## config.mk

```make
export PLATFORM = sky130hd
export DESIGN_NAME = ddodo_ctrl
export DESIGN_NICKNAME = d
export VERILOG_FILES = /design/src/rtl/ddodo_pkg.sv /design/src/rtl/ddodo_ctrl.sv
export SDC_FILE = /design/constraint.sdc
export NUM_CORES = 1
export LEC_CHECK = 0
export BUFFER_PORTS_ARGS = -buffer_cell sky130_fd_sc_hd__buf_2
export CORE_MARGIN = 2
export CORE_UTILIZATION = 44
export DETAILED_ROUTE_END_ITERATION = 12
export PLACE_DENSITY = 0.72
export SYNTH_ARGS = -nofsm -noshare
export SYNTH_HDL_FRONTEND = slang
export SYNTH_SLANG_ARGS = --single-unit
```

## constraint.sdc

```tcl
create_clock -name aclk -period 1.65 [get_ports aclk]
set_clock_uncertainty 0.15 [all_clocks]
set_input_delay 0.33 -clock aclk [delete_from_list [all_inputs] [get_ports aclk]]
set_output_delay 0.33 -clock aclk [all_outputs]
set_load 0.02 [all_outputs]
```

## src/rtl/ddodo_pkg.sv

```systemverilog
// ----------------------------------------------------------------------------
// ddodo_pkg
// Shared types, constants and functions for the differential drive odometry.
// ----------------------------------------------------------------------------
package ddodo_pkg;

    localparam int ITER_W = 5;

    localparam logic [1:0] REG_DIST_PER_COUNT  = 2'd0;
    localparam logic [1:0] REG_ANGLE_PER_DIFF  = 2'd1;
    localparam logic [1:0] REG_TICKS_PER_SEC   = 2'd2;

    localparam logic [31:0] DIST_PER_COUNT_RST = 32'd242098;
    localparam logic [31:0] ANGLE_PER_DIFF_RST = 32'd308250;
    localparam logic [9:0]  TICKS_PER_SEC_RST  = 10'd25;

    // CORDIC gain reciprocal, Q1.30
    localparam logic signed [33:0] CORDIC_INV_GAIN = 34'sd652032874;

    localparam logic signed [63:0] SAT40_MAX = 64'sd549755813887;
    localparam logic signed [63:0] SAT40_MIN = -64'sd549755813888;

    typedef enum logic [3:0] {
        ST_IDLE,
        ST_PREP,
        ST_ANGLE,
        ST_ROT,
        ST_MAP,
        ST_MXL,
        ST_MXH,
        ST_MYL,
        ST_MYH,
        ST_SUM,
        ST_UPDATE,
        ST_DONE
    } ctrl_state_t;

    typedef enum logic [3:0] {
        OP_NONE,
        OP_LOAD,
        OP_PREP,
        OP_ANGLE,
        OP_ROT,
        OP_MAP,
        OP_MXL,
        OP_MXH,
        OP_MYL,
        OP_MYH,
        OP_SUM,
        OP_UPDATE
    } dp_op_t;

    typedef struct packed {
        dp_op_t              op;
        logic [ITER_W-1:0]   iter;
        logic                out_load;
    } dp_cmd_t;

    // arctan(2^-i) in 2^-32 turn
    function automatic logic [31:0] cordic_atan(input logic [ITER_W-1:0] i);
        logic [31:0] a;
        case (i)
            5'd0:    a = 32'h20000000;
            5'd1:    a = 32'h12E4051E;
            5'd2:    a = 32'h09FB385B;
            5'd3:    a = 32'h051111D4;
            5'd4:    a = 32'h028B0D43;
            5'd5:    a = 32'h0145D7E1;
            5'd6:    a = 32'h00A2F61E;
            5'd7:    a = 32'h00517C55;
            5'd8:    a = 32'h0028BE53;
            5'd9:    a = 32'h00145F2F;
            5'd10:   a = 32'h000A2F98;
            5'd11:   a = 32'h000517CC;
            5'd12:   a = 32'h00028BE6;
            5'd13:   a = 32'h000145F3;
            5'd14:   a = 32'h0000A2FA;
            5'd15:   a = 32'h0000517D;
            5'd16:   a = 32'h000028BE;
            5'd17:   a = 32'h0000145F;
            5'd18:   a = 32'h00000A30;
            5'd19:   a = 32'h00000518;
            5'd20:   a = 32'h0000028C;
            5'd21:   a = 32'h00000146;
            5'd22:   a = 32'h000000A3;
            5'd23:   a = 32'h00000051;
            5'd24:   a = 32'h00000029;
            5'd25:   a = 32'h00000014;
            5'd26:   a = 32'h0000000A;
            5'd27:   a = 32'h00000005;
            5'd28:   a = 32'h00000003;
            5'd29:   a = 32'h00000001;
            5'd30:   a = 32'h00000001;
            default: a = 32'h00000000;
        endcase
        return a;
    endfunction

    function automatic logic signed [39:0] sat40(input logic signed [63:0] v);
        logic signed [39:0] r;
        if (v > SAT40_MAX) begin
            r = SAT40_MAX[39:0];
        end else if (v < SAT40_MIN) begin
            r = SAT40_MIN[39:0];
        end else begin
            r = v[39:0];
        end
        return r;
    endfunction

endpackage

```

## src/rtl/ddodo_ctrl.sv

```systemverilog
// ----------------------------------------------------------------------------
// ddodo_ctrl
// Sequencer: steps the datapath through one odometry update per transfer.
// ----------------------------------------------------------------------------
module ddodo_ctrl
    import ddodo_pkg::*;
#(
    parameter int CORDIC_STAGES = 24
) (
    input  logic    aclk,
    input  logic    aresetn,
    input  logic    s_valid,
    output logic    s_ready,
    output logic    m_valid,
    input  logic    m_ready,
    output dp_cmd_t cmd
);

    localparam logic [ITER_W-1:0] ITER_LAST = ITER_W'(CORDIC_STAGES - 1);

    ctrl_state_t       state_reg, state_next;
    logic [ITER_W-1:0] iter_reg, iter_next;
    logic              m_valid_reg, m_valid_next;

    always_ff @(posedge aclk) begin
        if (!aresetn) begin
            state_reg   <= ST_IDLE;
            iter_reg    <= '0;
            m_valid_reg <= 1'b0;
        end else begin
            state_reg   <= state_next;
            iter_reg    <= iter_next;
            m_valid_reg <= m_valid_next;
        end
    end

    always_comb begin
        state_next = state_reg;
        iter_next  = iter_reg;
        case (state_reg)
            ST_IDLE: begin
                if (s_valid) begin
                    state_next = ST_PREP;
                end
            end
            ST_PREP:  state_next = ST_ANGLE;
            ST_ANGLE: begin
                state_next = ST_ROT;
                iter_next  = '0;
            end
            ST_ROT: begin
                if (iter_reg == ITER_LAST) begin
                    state_next = ST_MAP;
                end else begin
                    iter_next = iter_reg + 1'b1;
                end
            end
            ST_MAP:    state_next = ST_MXL;
            ST_MXL:    state_next = ST_MXH;
            ST_MXH:    state_next = ST_MYL;
            ST_MYL:    state_next = ST_MYH;
            ST_MYH:    state_next = ST_SUM;
            ST_SUM:    state_next = ST_UPDATE;
            ST_UPDATE: state_next = ST_DONE;
            ST_DONE: begin
                if (!m_valid_reg || m_ready) begin
                    state_next = ST_IDLE;
                end
            end
            default:   state_next = ST_IDLE;
        endcase
    end

    always_comb begin
        cmd.op       = OP_NONE;
        cmd.iter     = iter_reg;
        cmd.out_load = 1'b0;
        s_ready      = 1'b0;
        case (state_reg)
            ST_IDLE: begin
                s_ready = 1'b1;
                if (s_valid) begin
                    cmd.op = OP_LOAD;
                end
            end
            ST_PREP:   cmd.op = OP_PREP;
            ST_ANGLE:  cmd.op = OP_ANGLE;
            ST_ROT:    cmd.op = OP_ROT;
            ST_MAP:    cmd.op = OP_MAP;
            ST_MXL:    cmd.op = OP_MXL;
            ST_MXH:    cmd.op = OP_MXH;
            ST_MYL:    cmd.op = OP_MYL;
            ST_MYH:    cmd.op = OP_MYH;
            ST_SUM:    cmd.op = OP_SUM;
            ST_UPDATE: cmd.op = OP_UPDATE;
            ST_DONE:   cmd.out_load = !m_valid_reg || m_ready;
            default:   cmd.op = OP_NONE;
        endcase
    end

    always_comb begin
        if (cmd.out_load) begin
            m_valid_next = 1'b1;
        end else if (m_ready) begin
            m_valid_next = 1'b0;
        end else begin
            m_valid_next = m_valid_reg;
        end
    end

    assign m_valid = m_valid_reg;

endmodule

```

# ---- After elaboration in Yosys (flattened, before gate mapping)
# Cells that the tools add are included.
dict set report totals {
  regBits 10
  latch_bits 0
  ram_bits 0
  mem_bits_ro 0
  memories 0
}
dict set report op_classes {
  add_sub_neg 1
  multipliers 0
  n_div 0
  n_lt_le_gt_ge 0
  n_eq_ne 16
  n_shift 0
  mux 12
  n_bitwise 0
  n_reduce_logical 7
}
# cell n
set ops {}
lappend ops {{$pmux 4 s12} 1}
lappend ops {{$pmux 4 s11} 1}
lappend ops {{$eq 4x3->1 const B} 4}
lappend ops {{$eq 4x4->1 const B} 4}
lappend ops {{$mux 4} 3}
lappend ops {{$pmux 5 s2} 1}
lappend ops {{$eq 4x2->1 const B} 2}
lappend ops {{$ne 2x2->1 const B} 4}
lappend ops {{$add 5x1->5 const B} 1}
lappend ops {{$eq 5x5->1 const B} 1}
lappend ops {{$mux 1} 5}
lappend ops {{$mux 5} 1}
lappend ops {{$eq 4x1->1 const B} 1}
lappend ops {{$logic_not 4->1} 1}
lappend ops {{$reduce_bool 2->1} 2}
lappend ops {{$reduce_and 3->1} 1}
lappend ops {{$reduce_and 2->1} 1}
lappend ops {{$logic_not 1->1} 1}
lappend ops {{$logic_or 1x1->1} 1}

# ---- Longest topological paths before layout
# Gate-level depths: netlist (run 1).
dict set report logic_depth {
  depth_word 4
  ltp_mapped 5
  ltp_nobuf 4
}

# ---- Worst setup path after synthesis (run 1)
# No wires, ideal clock.
dict set report synth_timing {
  kind {flip-flop to output port}
  startpoint {register state_reg[2]}
  endpoint {output port s_ready}
  t_arrival_ps 1199
  required_time_ps 1170
  slack_ps -29
  path_stages_with_launch 4
  n_path_buf 1
  cell_sequence {dfxtp_1 > clkbuf_1 > or4_1 > inv_1}
}
dict set report synth_via {
  elab_chain_cells 2
}
# element line
set synth_lines {}
lappend synth_lines {{from (decl)} ddodo_ctrl.sv:21} ;# ctrl_state_t state_reg, state_next;
lappend synth_lines {{from (signal assigned)} ddodo_ctrl.sv:31} ;# state_reg <= state_next;
lappend synth_lines {{$logic_not 4->1} ddodo_ctrl.sv:79} ;# case (state_reg)
lappend synth_lines {{$mux 1} ddodo_ctrl.sv:79}
lappend synth_lines {{to (decl)} ddodo_ctrl.sv:13} ;# output logic s_ready,
# Every way passes these cells.

# ---- Final worst setup path (run 1)
# Ends and elaborated chain as after synthesis.

==> summary.txt, run 1 <==
Worst hold path
  • Hold Crit Class: input port to flip-flop
  • Hold endpoint: iter_reg[0]
  • Hold Crit Depth: 3
  • Hold_sp: aresetn

Synthesis
  • Synthesized flop and latch total: 10
  • Top-area cell type share of the netlist area: 32.7%
  • Number of flops mapped to enable cells by yosys: 0
  • Post-synthesis sequential area ratio: 32.7%
  • Post-synthesis instance total: 72
  • Mapped cell area: 612 um^2
  • FFs w/ async S/R, synth: 0%
  • Synth Flop Type: dfxtp_1
  • Synth Warn #: 0
  • Top post-synthesis cells by area: dfxtp_1 33%, a21oi_1 4.9%, buf_4 4.9%, nand2_1 4.3%, and4b_1 3.3%
  • Library cells used by synthesis: 35
  • Biggest area consumer among synthesized cells: dfxtp_1
  • Syn Nets: 77
  • Syn Area/Cell: 8.50 um^2

Placement
  • I/O Buffers: 15
  • Gpl congestion: 0.728
  • Post-DP HPWL: 960 um

Status
  • Failing checks: negative setup slack
  • Status: complete, but fails checks

Global route
  • Vias in the first global route: 499
  • GR Overflow Total: 0
  • First-pass GRT wire length: 2160 um
  • Largest net degree at the start of global routing: 10
  • Initial antenna violation count: 0
  • GR Util All Layers: 19.7%

Clock network
  • CTS HTree Levels: 1
  • Clk_lat worst skew: 0.25 ns
  • CTS Buffer Depth: 2
  • TritonCTS buffer count: 3
  • CTS Hold Bufs: 0
  • Clock root buffer master: clkbuf_4
  • CTS tree: done
  • Clock transition at the registers of the reported paths: 0.06 ns
  • Clock sinks: 10

Layout
  • Area occupied by registers: 208 um^2
  • Layout Utilization: 68.8%
  • Layout cells sized above 1: 52.0%
  • Filler cells: 112
  • Max reg flops: 5
  • Final nets: 105
  • Commonest non-fill, non-tap cell in the layout: buf_4
  • Area Growth Syn to Fin: 46.2%
  • Commonest cells after routing, fill and taps aside: 13 x buf_4, 9 x buf_2, 9 x buf_6
  • ANT cells: 0
  • Multi-input logic area: 390 um^2

Floorplanning
  • Cell row count: 13
  • Die area: 1700 um^2
  • Die height: 41.3 um
  • Initial Utilization: 47.0%
  • Core Area: 1300 um^2
  • Die X-Extent: 41.3 um
  • Ports: 16

Critical path
  • Critical Path End Type: primary output
  • Required @ worst endpoint: 1.17 ns
  • Critical R2R Launch: state_reg[0]
  • CP cell instances: or4_4 -> inv_2 -> buf_6
  • Type of origin of the critical path: flip-flop
  • Largest incremental delay on the critical path: 0.54 ns
  • WS Path Type: flip-flop to primary output
  • R2r worst-path depth: 5
  • Slowest CP cell: or4_4
  • R2R Setup Slk: -0.06 ns
  • Crit Reg-Reg Endpoint: iter_reg[1]
  • WP data arrival: 1.31 ns
  • Max FO, Critical Path: 3

Timing
  • Tcrit/Tclk final: 109%
  • RSZ-0062 raised after global routing: true
  • Final hold violation count: 0
  • Worst rel slew slack: 81.2%
  • Tmin final: 1.79 ns
  • Min Hold Slack: 0.238 ns
  • Slew Limit Fails: 0
  • F_max: 558 MHz
  • Final setup viols: 8
  • Slew at the pin with the worst max-slew slack: 0.282 ns
  • Final worst slack: -0.142 ns

Routing
  • Via-per-instance ratio: 5.55
  • First-pass DRT Iterations: 4
  • Vias after detailed routing: 627
  • Initial DRC count: 9
  • Final wirelength: 1500 um
  • Avg WL per Cell: 13.2 um
  • DRC: 0
  • ANT nets after route: 0

Run
  • Max-cap viol count: 0

Pwr
  • Power Density: 662 nW/um^2
  • Leak: 0.402 nW
  • Max VDD drop: 313 uV
worst max path at each step:
stage                          to         start  slack [ns]
after floorplan           s_ready  state_reg[2]      -0.004
after global placement    s_ready  state_reg[0]        0.05
after detailed placement  s_ready  state_reg[0]        0.03
after CTS                 s_ready  state_reg[2]       -0.14
after global routing      s_ready  state_reg[2]       -0.19
final                     s_ready  state_reg[2]       -0.14
what timing repair did:
item                                   CTS  global route
pin swaps                                1             4
endpoints found under the hold margin    0             0
setup buffers                            4             4
resized for setup                       16            14
setup endpoints to repair                6            10
layer usage:
layer / track usage (%) / vias up / routed length, um / share of wire, %
met2: 32.4 / 15 / 717 / 48
met3: 2.13 / 2 / 55 / 3.7
met5: 0 / - / 0 / 0
li1: - / 313 / - / -
met1: 23.5 / 297 / 703 / 47
met4: 14.5 / 0 / 19 / 1.3
cells by family after synthesis:
logic type	Yosys count	share of synthesized area, %
buf+inv	11	10.8
xor+xnor	2	2.86
mux	1	1.64
simple gates	31	33.5
compound gates	16	16.4
fa+ha+maj	1	2.04
flops	10	32.7
where the power goes:
part           switching, mW  leakage, nW  internal (mW)
Clock                 0.0771       0.0138         0.0839
Sequential            0.0117       0.0830          0.250
Combinational         0.0805        0.305         0.0892
Total                  0.169        0.402          0.423
cells in the mapped netlist (2+ instances only):
cell type	instances
nor2b_1	3
or4_1	2
nand3_1	2
nand4_1	2
o21ai_0	2
xor2_1	2
and4b_1	2
buf_4	4
nor2_1	2
nand4b_1	2
inv_1	3
or3_1	2
dfxtp_1	10
a21oi_1	6
nand2_1	7
buf_2	2
worst max-delay path: cells and delay by family, from the launching register on:
family / cells / cell delay [ns]
DFF: 1 / 0.34
buffers and inverters: 2 / 0.18
and+or+nand+nor: 1 / 0.54
layout make-up:
class | count | area share [%]
clock buffer | 3 | 2.52
inverter | 3 | 1.26
multi-input combinational | 51 | 43.6
sequential | 10 | 23.2
tap | 15 | 2.10
timing repair buffer | 31 | 27.3
metrics by stage:
stage | setup WS (ns) | area, um^2 | cells | TNS, ns | power [mW]
2_1_floorplan | -0.00360 | 614 | 72 | -0.00360 | 0.349
4_1_cts | -0.143 | 808 | 109 | -0.528 | 0.551
5_1_grt | -0.190 | 895 | 113 | -1.09 | 0.629
3_3_place_gp | 0.0464 | 713 | 102 | 0 | 0.365
3_5_place_dp | 0.0288 | 713 | 102 | 0 | 0.367
6_report | -0.142 | 895 | 113 | -0.541 | 0.592
Power figures use the tool's default switching activity.
==> run 2: changes to the inputs <==
- CORE_AREA: unset -> 2 2 39 41
- CORE_MARGIN: 2 -> unset
- CORE_UTILIZATION: 44 -> unset
- DIE_AREA: unset -> 0 0 41 43
- clock period: 1.65 -> 2.2 ns (I/O delays scaled with it)
==> run 2 against run 1 <==
Effect of this change: the flow now finishes without violations; first-iteration DRC count fell by 22%; worst setup slack improved by 0.26 ns; wire length fell by 24%; global-route usage fell by 5.3 points; via count fell by 12%.
==> summary.txt, run 2 (synthesis results as in run 1) <==
Layout
  • ANT cells: 0 (unchanged)
  • Final Non-Filler Cells: 99 (was 113)
  • Area Growth Syn to Fin: 12.5% (was 46.2%)
  • Final instance area: 688 um^2 (was 895 um^2)
  • Max reg flops: 5 (unchanged)
  • Final nets: 89 (was 105)
  • Filler cells: 140 (was 112)
  • Commonest non-fill, non-tap cell in the layout: buf_2 (was buf_4)
  • Layout Utilization: 49.7% (was 68.8%)
  • Commonest cells after routing, fill and taps aside: 15 x buf_2, 10 x dfxtp_1, 7 x nand2_1 (was 13 x buf_4, 9 x buf_2, 9 x buf_6)
  • Layout cells sized above 1: 26.5% (was 52.0%)

Floorplanning
  • Die height: 43 um (was 41.3 um)
  • Cell row count: 14 (was 13)
  • Core Area: 1380 um^2 (was 1300 um^2)
  • Ports: 16 (unchanged)
  • Die area: 1760 um^2 (was 1700 um^2)
  • Die X-Extent: 41 um (was 41.3 um)
  • Initial Utilization: 44.2% (was 47.0%)

Routing
  • Via-per-instance ratio: 5.55 (about the same)
  • Final wirelength: 1140 um (was 1500 um)
  • Avg WL per Cell: 11.5 um (was 13.2 um)
  • First-pass DRT Iterations: 5 (was 4)
  • Vias after detailed routing: 549 (was 627)
  • Initial DRC count: 7 (was 9)
  • ANT nets after route: 0 (unchanged)
  • DRC: 0 (unchanged)

Clock network
  • Post-CTS sizing: 0 (was 16)
  • Clock transition at the registers of the reported paths: 0.07 ns (was 0.06 ns)
  • CTS Buffer Depth: 2 (unchanged)
  • CTS Hold Bufs: 0 (unchanged)
  • TritonCTS buffer count: 3 (unchanged)
  • CTS HTree Levels: 1 (unchanged)
  • Clock root buffer master: clkbuf_4 (unchanged)
  • CTS tree: done (unchanged)
  • Setup Buffers After CTS: 0 (was 4)
  • Clock sinks: 10 (unchanged)
  • Clk_lat worst skew: 0.27 ns (was 0.25 ns)

Timing
  • Slew Limit Fails: 0 (unchanged)
  • Tmin final: 2.09 ns
  • Worst rel slew slack: 77.3% (was 81.2%)
  • F_max: 480 MHz
  • Final worst slack: 0.115 ns (was -0.142 ns)
  • Slew at the pin with the worst max-slew slack: 0.341 ns (was 0.282 ns)
  • Setup_tns: 0 ns (was -0.541 ns)
  • Final setup viols: 0 (was 8)
  • Tcrit/Tclk final: 94.8%
  • Final hold violation count: 0 (unchanged)
  • RSZ-0062 raised after global routing: false (was true)
  • Min Hold Slack: 0.312 ns (was 0.238 ns)

Placement
  • I/O Buffers: 15 (unchanged)
  • Placement Setup Slack: 0.412 ns (was 0.0288 ns)
  • Post-DP HPWL: 835 um (was 960 um)
  • Gpl congestion: 0.774 (was 0.728)
  • Placed Cells: 95 (was 102)
  • Post-place instance area: 652 um^2 (was 713 um^2)

Critical path
  • WS Path Type: flip-flop to primary output (unchanged)
  • CP Buf/Inv Count: 2 (unchanged)
  • Required @ worst endpoint: 1.61 ns (was 1.17 ns)
  • Critical R2R Launch: iter_reg[0] (was state_reg[0])
  • CP cell instances: or4_1 -> inv_1 -> buf_2 (was or4_4 -> inv_2 -> buf_6)
  • Largest incremental delay on the critical path: 0.60 ns (was 0.54 ns)
  • R2R Setup Slk: 0.54 ns (was -0.06 ns)
  • Crit Reg-Reg Endpoint: iter_reg[3] (was iter_reg[1])
  • Crit path capture: s_ready (unchanged)
  • WP data arrival: 1.50 ns (was 1.31 ns)
  • R2r worst-path depth: 4 (was 5)
  • Max FO, Critical Path: 12 (was 3)
  • Type of origin of the critical path: flip-flop (unchanged)
  • Delay-heaviest family, CP: simple AND/OR/NAND/NOR gates (unchanged)
  • Slowest CP cell: or4_1 (was or4_4)
  • WP depth: 3 (unchanged)
  • Critical Path End Type: primary output (unchanged)
  • Worst setup path startpoint: state_reg[2] (unchanged)

Global route
  • Initial antenna violation count: 0 (unchanged)
  • Vias in the first global route: 422 (was 499)
  • Largest net degree at the start of global routing: 13 (was 10)
  • GR Util All Layers: 14.5% (was 19.7%)
  • First-pass GRT wire length: 1680 um (was 2160 um)
  • GR Overflow Total: 0 (unchanged)

Worst hold path
  • Hold Crit Class: input port to flip-flop (unchanged)

Pwr
  • Power Total: 435 uW (was 592 uW)
  • Power Density: 632 nW/um^2 (was 662 nW/um^2)
  • Max VDD drop: 244 uV (was 313 uV)
  • Leak: 0.310 nW (was 0.402 nW)

Run
  • Max-cap viol count: 0 (unchanged)

Status
  • Status: finished clean (was complete, but fails checks)
-- run 2: worst min path at each step --
stage,startpoint,endpoint,slack (ns),depth (start not counted)
floorplan,state_reg[3],state_reg[2],0.40,2
global placement,iter_reg[4],iter_reg[4],0.34,2
detailed placement,iter_reg[4],iter_reg[4],0.36,2
CTS,aresetn,m_valid,0.31,2
global route,aresetn,m_valid,0.32,2
finish,aresetn,m_valid,0.31,2
-- run 2: area by class of cell --
cell class / count / area (um^2) / area share (%)
Clock buffer: 4 / 36.3 / 5.27
Inverter: 3 / 11.3 / 1.64
Multi-Input combinational cell: 51 / 345 / 50.2
Sequential cell: 10 / 200 / 29.1
Tap cell: 16 / 20.0 / 2.91
Timing Repair Buffer: 15 / 75.1 / 10.9
-- run 2: power breakdown --
group	leakage, nW	internal [mW]	switching (mW)	total, mW
clock	0.0210	0.100	0.0682	0.169
combinational	0.208	0.0266	0.0427	0.0693
sequential	0.0810	0.186	0.0105	0.197
-- run 2: per-layer routing --
| layer | share of wire (%) | global-route usage [%] | up-vias |
|---|---|---|---|
| met5 | 0 | 0 | - |
| met4 | 3.3 | 12.0 | 0 |
| met3 | 3.8 | 3.14 | 6 |
| met2 | 42 | 18.4 | 13 |
| met1 | 51 | 19.7 | 247 |
| li1 | - | - | 283 |
==> run 3: changes to the inputs <==
- ABC_AREA: unset -> 1
- PLACE_DENSITY: 0.72 -> 0.74
==> run 3 against run 2 <==
Effect of this change: combinational power grew to 3.8 times the previous value; count of clock-buffer cells in the layout stayed put; synthesized area is 4.1% higher; die area stayed put.
==> summary.txt, run 3 <==
Clock network
  • CTS Hold Bufs: 0 (unchanged)
  • CTS Buffer Depth: 2 (unchanged)
  • CTS tree: done (unchanged)
  • Clock root buffer master: clkbuf_4 (unchanged)
  • Clk_lat worst skew: 0.27 ns (about the same)
  • Post-CTS sizing: 2 (was 0)
  • CTS HTree Levels: 1 (unchanged)
  • Clock transition at the registers of the reported paths: 0.07 ns (about the same)
  • TritonCTS buffer count: 3 (unchanged)
  • Setup Buffers After CTS: 0 (unchanged)
  • Clock sinks: 10 (unchanged)

Synthesis
  • Number of flops mapped to enable cells by yosys: 0 (unchanged)
  • Most common library cells after synthesis: 16 x nand2_1, 15 x inv_1, 15 x nor2_1 (was 10 x dfxtp_1, 7 x nand2_1, 6 x a21oi_1)
  • Biggest area consumer among synthesized cells: dfxtp_1 (unchanged)
  • Library cells used by synthesis: 20 (was 35)
  • Syn Nets: 99 (was 77)
  • Top post-synthesis cells by area: dfxtp_1 31%, nand2_1 9.4%, inv_1 8.8%, nor2_1 8.8%, nand3_1 6.3% (was dfxtp_1 33%, a21oi_1 4.9%, buf_4 4.9%, nand2_1 4.3%, and4b_1 3.3%)
  • Synthesized flop and latch total: 10 (unchanged)
  • FFs w/ async S/R, synth: 0% (unchanged)
  • Synth Warn #: 0 (unchanged)
  • Post-synthesis sequential area ratio: 31.4% (was 32.7%)
  • Synth Flop Type: dfxtp_1 (unchanged)
  • Top-area cell type share of the netlist area: 31.4% (was 32.7%)
  • Post-synthesis instance total: 94 (was 72)
  • Mapped cell area: 637 um^2 (was 612 um^2)
  • Most frequent cell after synthesis: nand2_1 (was dfxtp_1)
  • Syn Area/Cell: 6.78 um^2 (was 8.50 um^2)

Critical path
  • Type of origin of the critical path: flip-flop (unchanged)
  • R2R Setup Slk: 0.76 ns (was 0.54 ns)
  • Required @ worst endpoint: 1.61 ns (about the same)
  • Crit Reg-Reg Endpoint: state_reg[2] (was iter_reg[3])
  • Crit path capture: cmd[6] (was s_ready)
  • Critical Path End Type: primary output (unchanged)
  • Critical R2R Launch: iter_reg[0] (unchanged)
  • R2r worst-path depth: 5 (was 4)
  • WP data arrival: 1.50 ns (about the same)
  • WS Path Type: flip-flop to primary output (unchanged)
  • Worst setup path startpoint: iter_reg[0] (was state_reg[2])
  • Max FO, Critical Path: 7 (was 12)

Pwr
  • Power Total: 674 uW (was 435 uW)
  • Leak: 0.401 nW (was 0.310 nW)
  • Net switching fraction of the power: 41.0% (was 27.9%)
  • Comb pwr share: 39.5% (was 15.9%)
  • NetSw: 277 uW (was 121 uW)
  • Internal power: 397 uW (was 313 uW)
  • Max VDD drop: 452 uV (was 244 uV)
  • Reg power frac: 35.2% (was 45.3%)
  • Power Density: 900 nW/um^2 (was 632 nW/um^2)
  • Clock power share: 25.3% (was 38.8%)

Placement
  • Post-DP HPWL: 1030 um (was 835 um)
  • I/O Buffers: 15 (unchanged)
  • Post-place instance area: 697 um^2 (was 652 um^2)
  • Gpl congestion: 0.776 (was 0.774)

Global route
  • First-pass GRT wire length: 2230 um (was 1680 um)
  • GR Util All Layers: 18.6% (was 14.5%)
  • Largest net degree at the start of global routing: 10 (was 13)
  • Vias in the first global route: 549 (was 422)
  • GR Overflow Total: 0 (unchanged)
  • Initial antenna violation count: 0 (unchanged)

Timing
  • Min Hold Slack: 0.279 ns (was 0.312 ns)
  • Tcrit/Tclk final: 95.1% (was 94.8%)
  • Final setup viols: 0 (unchanged)
  • Slew at the pin with the worst max-slew slack: 0.279 ns (was 0.341 ns)
  • RSZ-0062 raised after global routing: false (unchanged)
  • Final hold violation count: 0 (unchanged)
  • Slew Limit Fails: 0 (unchanged)
  • Tmin final: 2.09 ns (about the same)
  • Worst rel slew slack: 81.4% (was 77.3%)
  • Setup_tns: 0 ns (unchanged)
  • F_max: 478 MHz (was 480 MHz)

Layout
  • Final instance area: 748 um^2 (was 688 um^2)
  • Layout cells sized above 1: 27.8% (was 26.5%)
  • Area occupied by registers: 203 um^2 (was 200 um^2)
  • Filler cells: 148 (was 140)
  • Layout Utilization: 54.1% (was 49.7%)
  • Final nets: 114 (was 89)
  • Area Growth Syn to Fin: 17.5% (was 12.5%)
  • Multi-input logic area: 358 um^2 (was 345 um^2)
  • ANT cells: 0 (unchanged)
  • Max reg flops: 5 (unchanged)
  • Commonest cells after routing, fill and taps aside: 16 x nand2_1, 15 x inv_1, 15 x nor2_1, 15 x buf_2 (was 15 x buf_2, 10 x dfxtp_1, 7 x nand2_1)
  • Commonest non-fill, non-tap cell in the layout: nand2_1 (was buf_2)

Floorplanning
  • Cell row count: 14 (unchanged)
  • Core Area: 1380 um^2 (unchanged)
  • Die height: 43 um (unchanged)
  • Initial Utilization: 46.0% (was 44.2%)
  • Ports: 16 (unchanged)
  • Die area: 1760 um^2 (unchanged)
  • Die X-Extent: 41 um (unchanged)

Routing
  • Final wirelength: 1390 um (was 1140 um)
  • DRC: 0 (unchanged)
  • Avg WL per Cell: 11.2 um (was 11.5 um)
  • Via-per-instance ratio: 4.98 (was 5.55)
  • ANT nets after route: 0 (unchanged)
  • Vias after detailed routing: 618 (was 549)
  • Initial DRC count: 17 (was 7)
  • First-pass DRT Iterations: 4 (was 5)

Worst hold path
  • Hold Crit Depth: 3 (was 2)
  • Hold Crit Class: input port to flip-flop (unchanged)

Run
  • Max-cap viol count: 0 (unchanged)

Status
  • Status: finished clean (unchanged)
==> run 3: cell types whose count changed after synthesis, moves of 3 or more <==
| cell | previous run | this run |
|---|---|---|
| nor2_1 | 2 | 15 |
| inv_1 | 3 | 15 |
| nand2_1 | 7 | 16 |
| nand3_1 | 2 | 8 |
| nor2b_1 | 3 | 0 |
==> run 3: metrics by stage <==
stage               std cells  setup WS (ns)
detailed placement        120          0.291
global placement          120          0.360
CTS                       124         0.0196
floorplan                  94          0.205
global route              124         0.0394
finish                    124          0.109
==> run 3: routing by layer <==
layer  up-vias  wire length (um)  global-route usage, %
li1        322                 -                      -
met1       281               611                   22.8
met2        11               688                   29.1
met3         4                63                   3.66
met4         0                27                   10.0
met5         -                 0                      0
==> run 3: cell type report <==
cell class                 instances  share of cell area [%]
multi-input combinational         64                    47.8
timing repair buffer              15                    10.0
tap                               16                    2.68
inverter                          15                    7.53
clock buffer                       4                    4.85
sequential                        10                    27.1
==> run 3: logic make-up after synthesis <==
kind of cell	share of synthesized area [%]
DFF	31.4
buffers and inverters	14.3
adders and majority gates	1.96
AOI/OAI and AO/OA	7.46
and+or+nand+nor	44.8
==> run 3: critical path, cell delays in order, from the launching register on <==
cell and delay, ns:
dfxtp_2 0.40, ha_4 0.18, nand4_2 0.14, nand2_4 0.14
nand3_2 0.11, nor2_1 0.10, buf_2 0.16
==> run 3: worst min path at each step <==
stage	from	end	slack [ns]
floorplan	aresetn	state_reg[0]	0.44
global placement	iter_reg[0]	iter_reg[0]	0.37
detailed placement	iter_reg[0]	iter_reg[0]	0.40
CTS	aresetn	state_reg[0]	0.28
global route	aresetn	state_reg[0]	0.30
finish	aresetn	state_reg[0]	0.28
==> run 3: power groups by stage <==
stage	Combinational, mW	Sequential (mW)	Clock (mW)
after global placement	0.255	0.233	0
final	0.266	0.237	0.170
after CTS	0.267	0.232	0.171
after detailed placement	0.261	0.236	0
after global routing	0.293	0.241	0.181
after floorplan	0.209	0.240	0
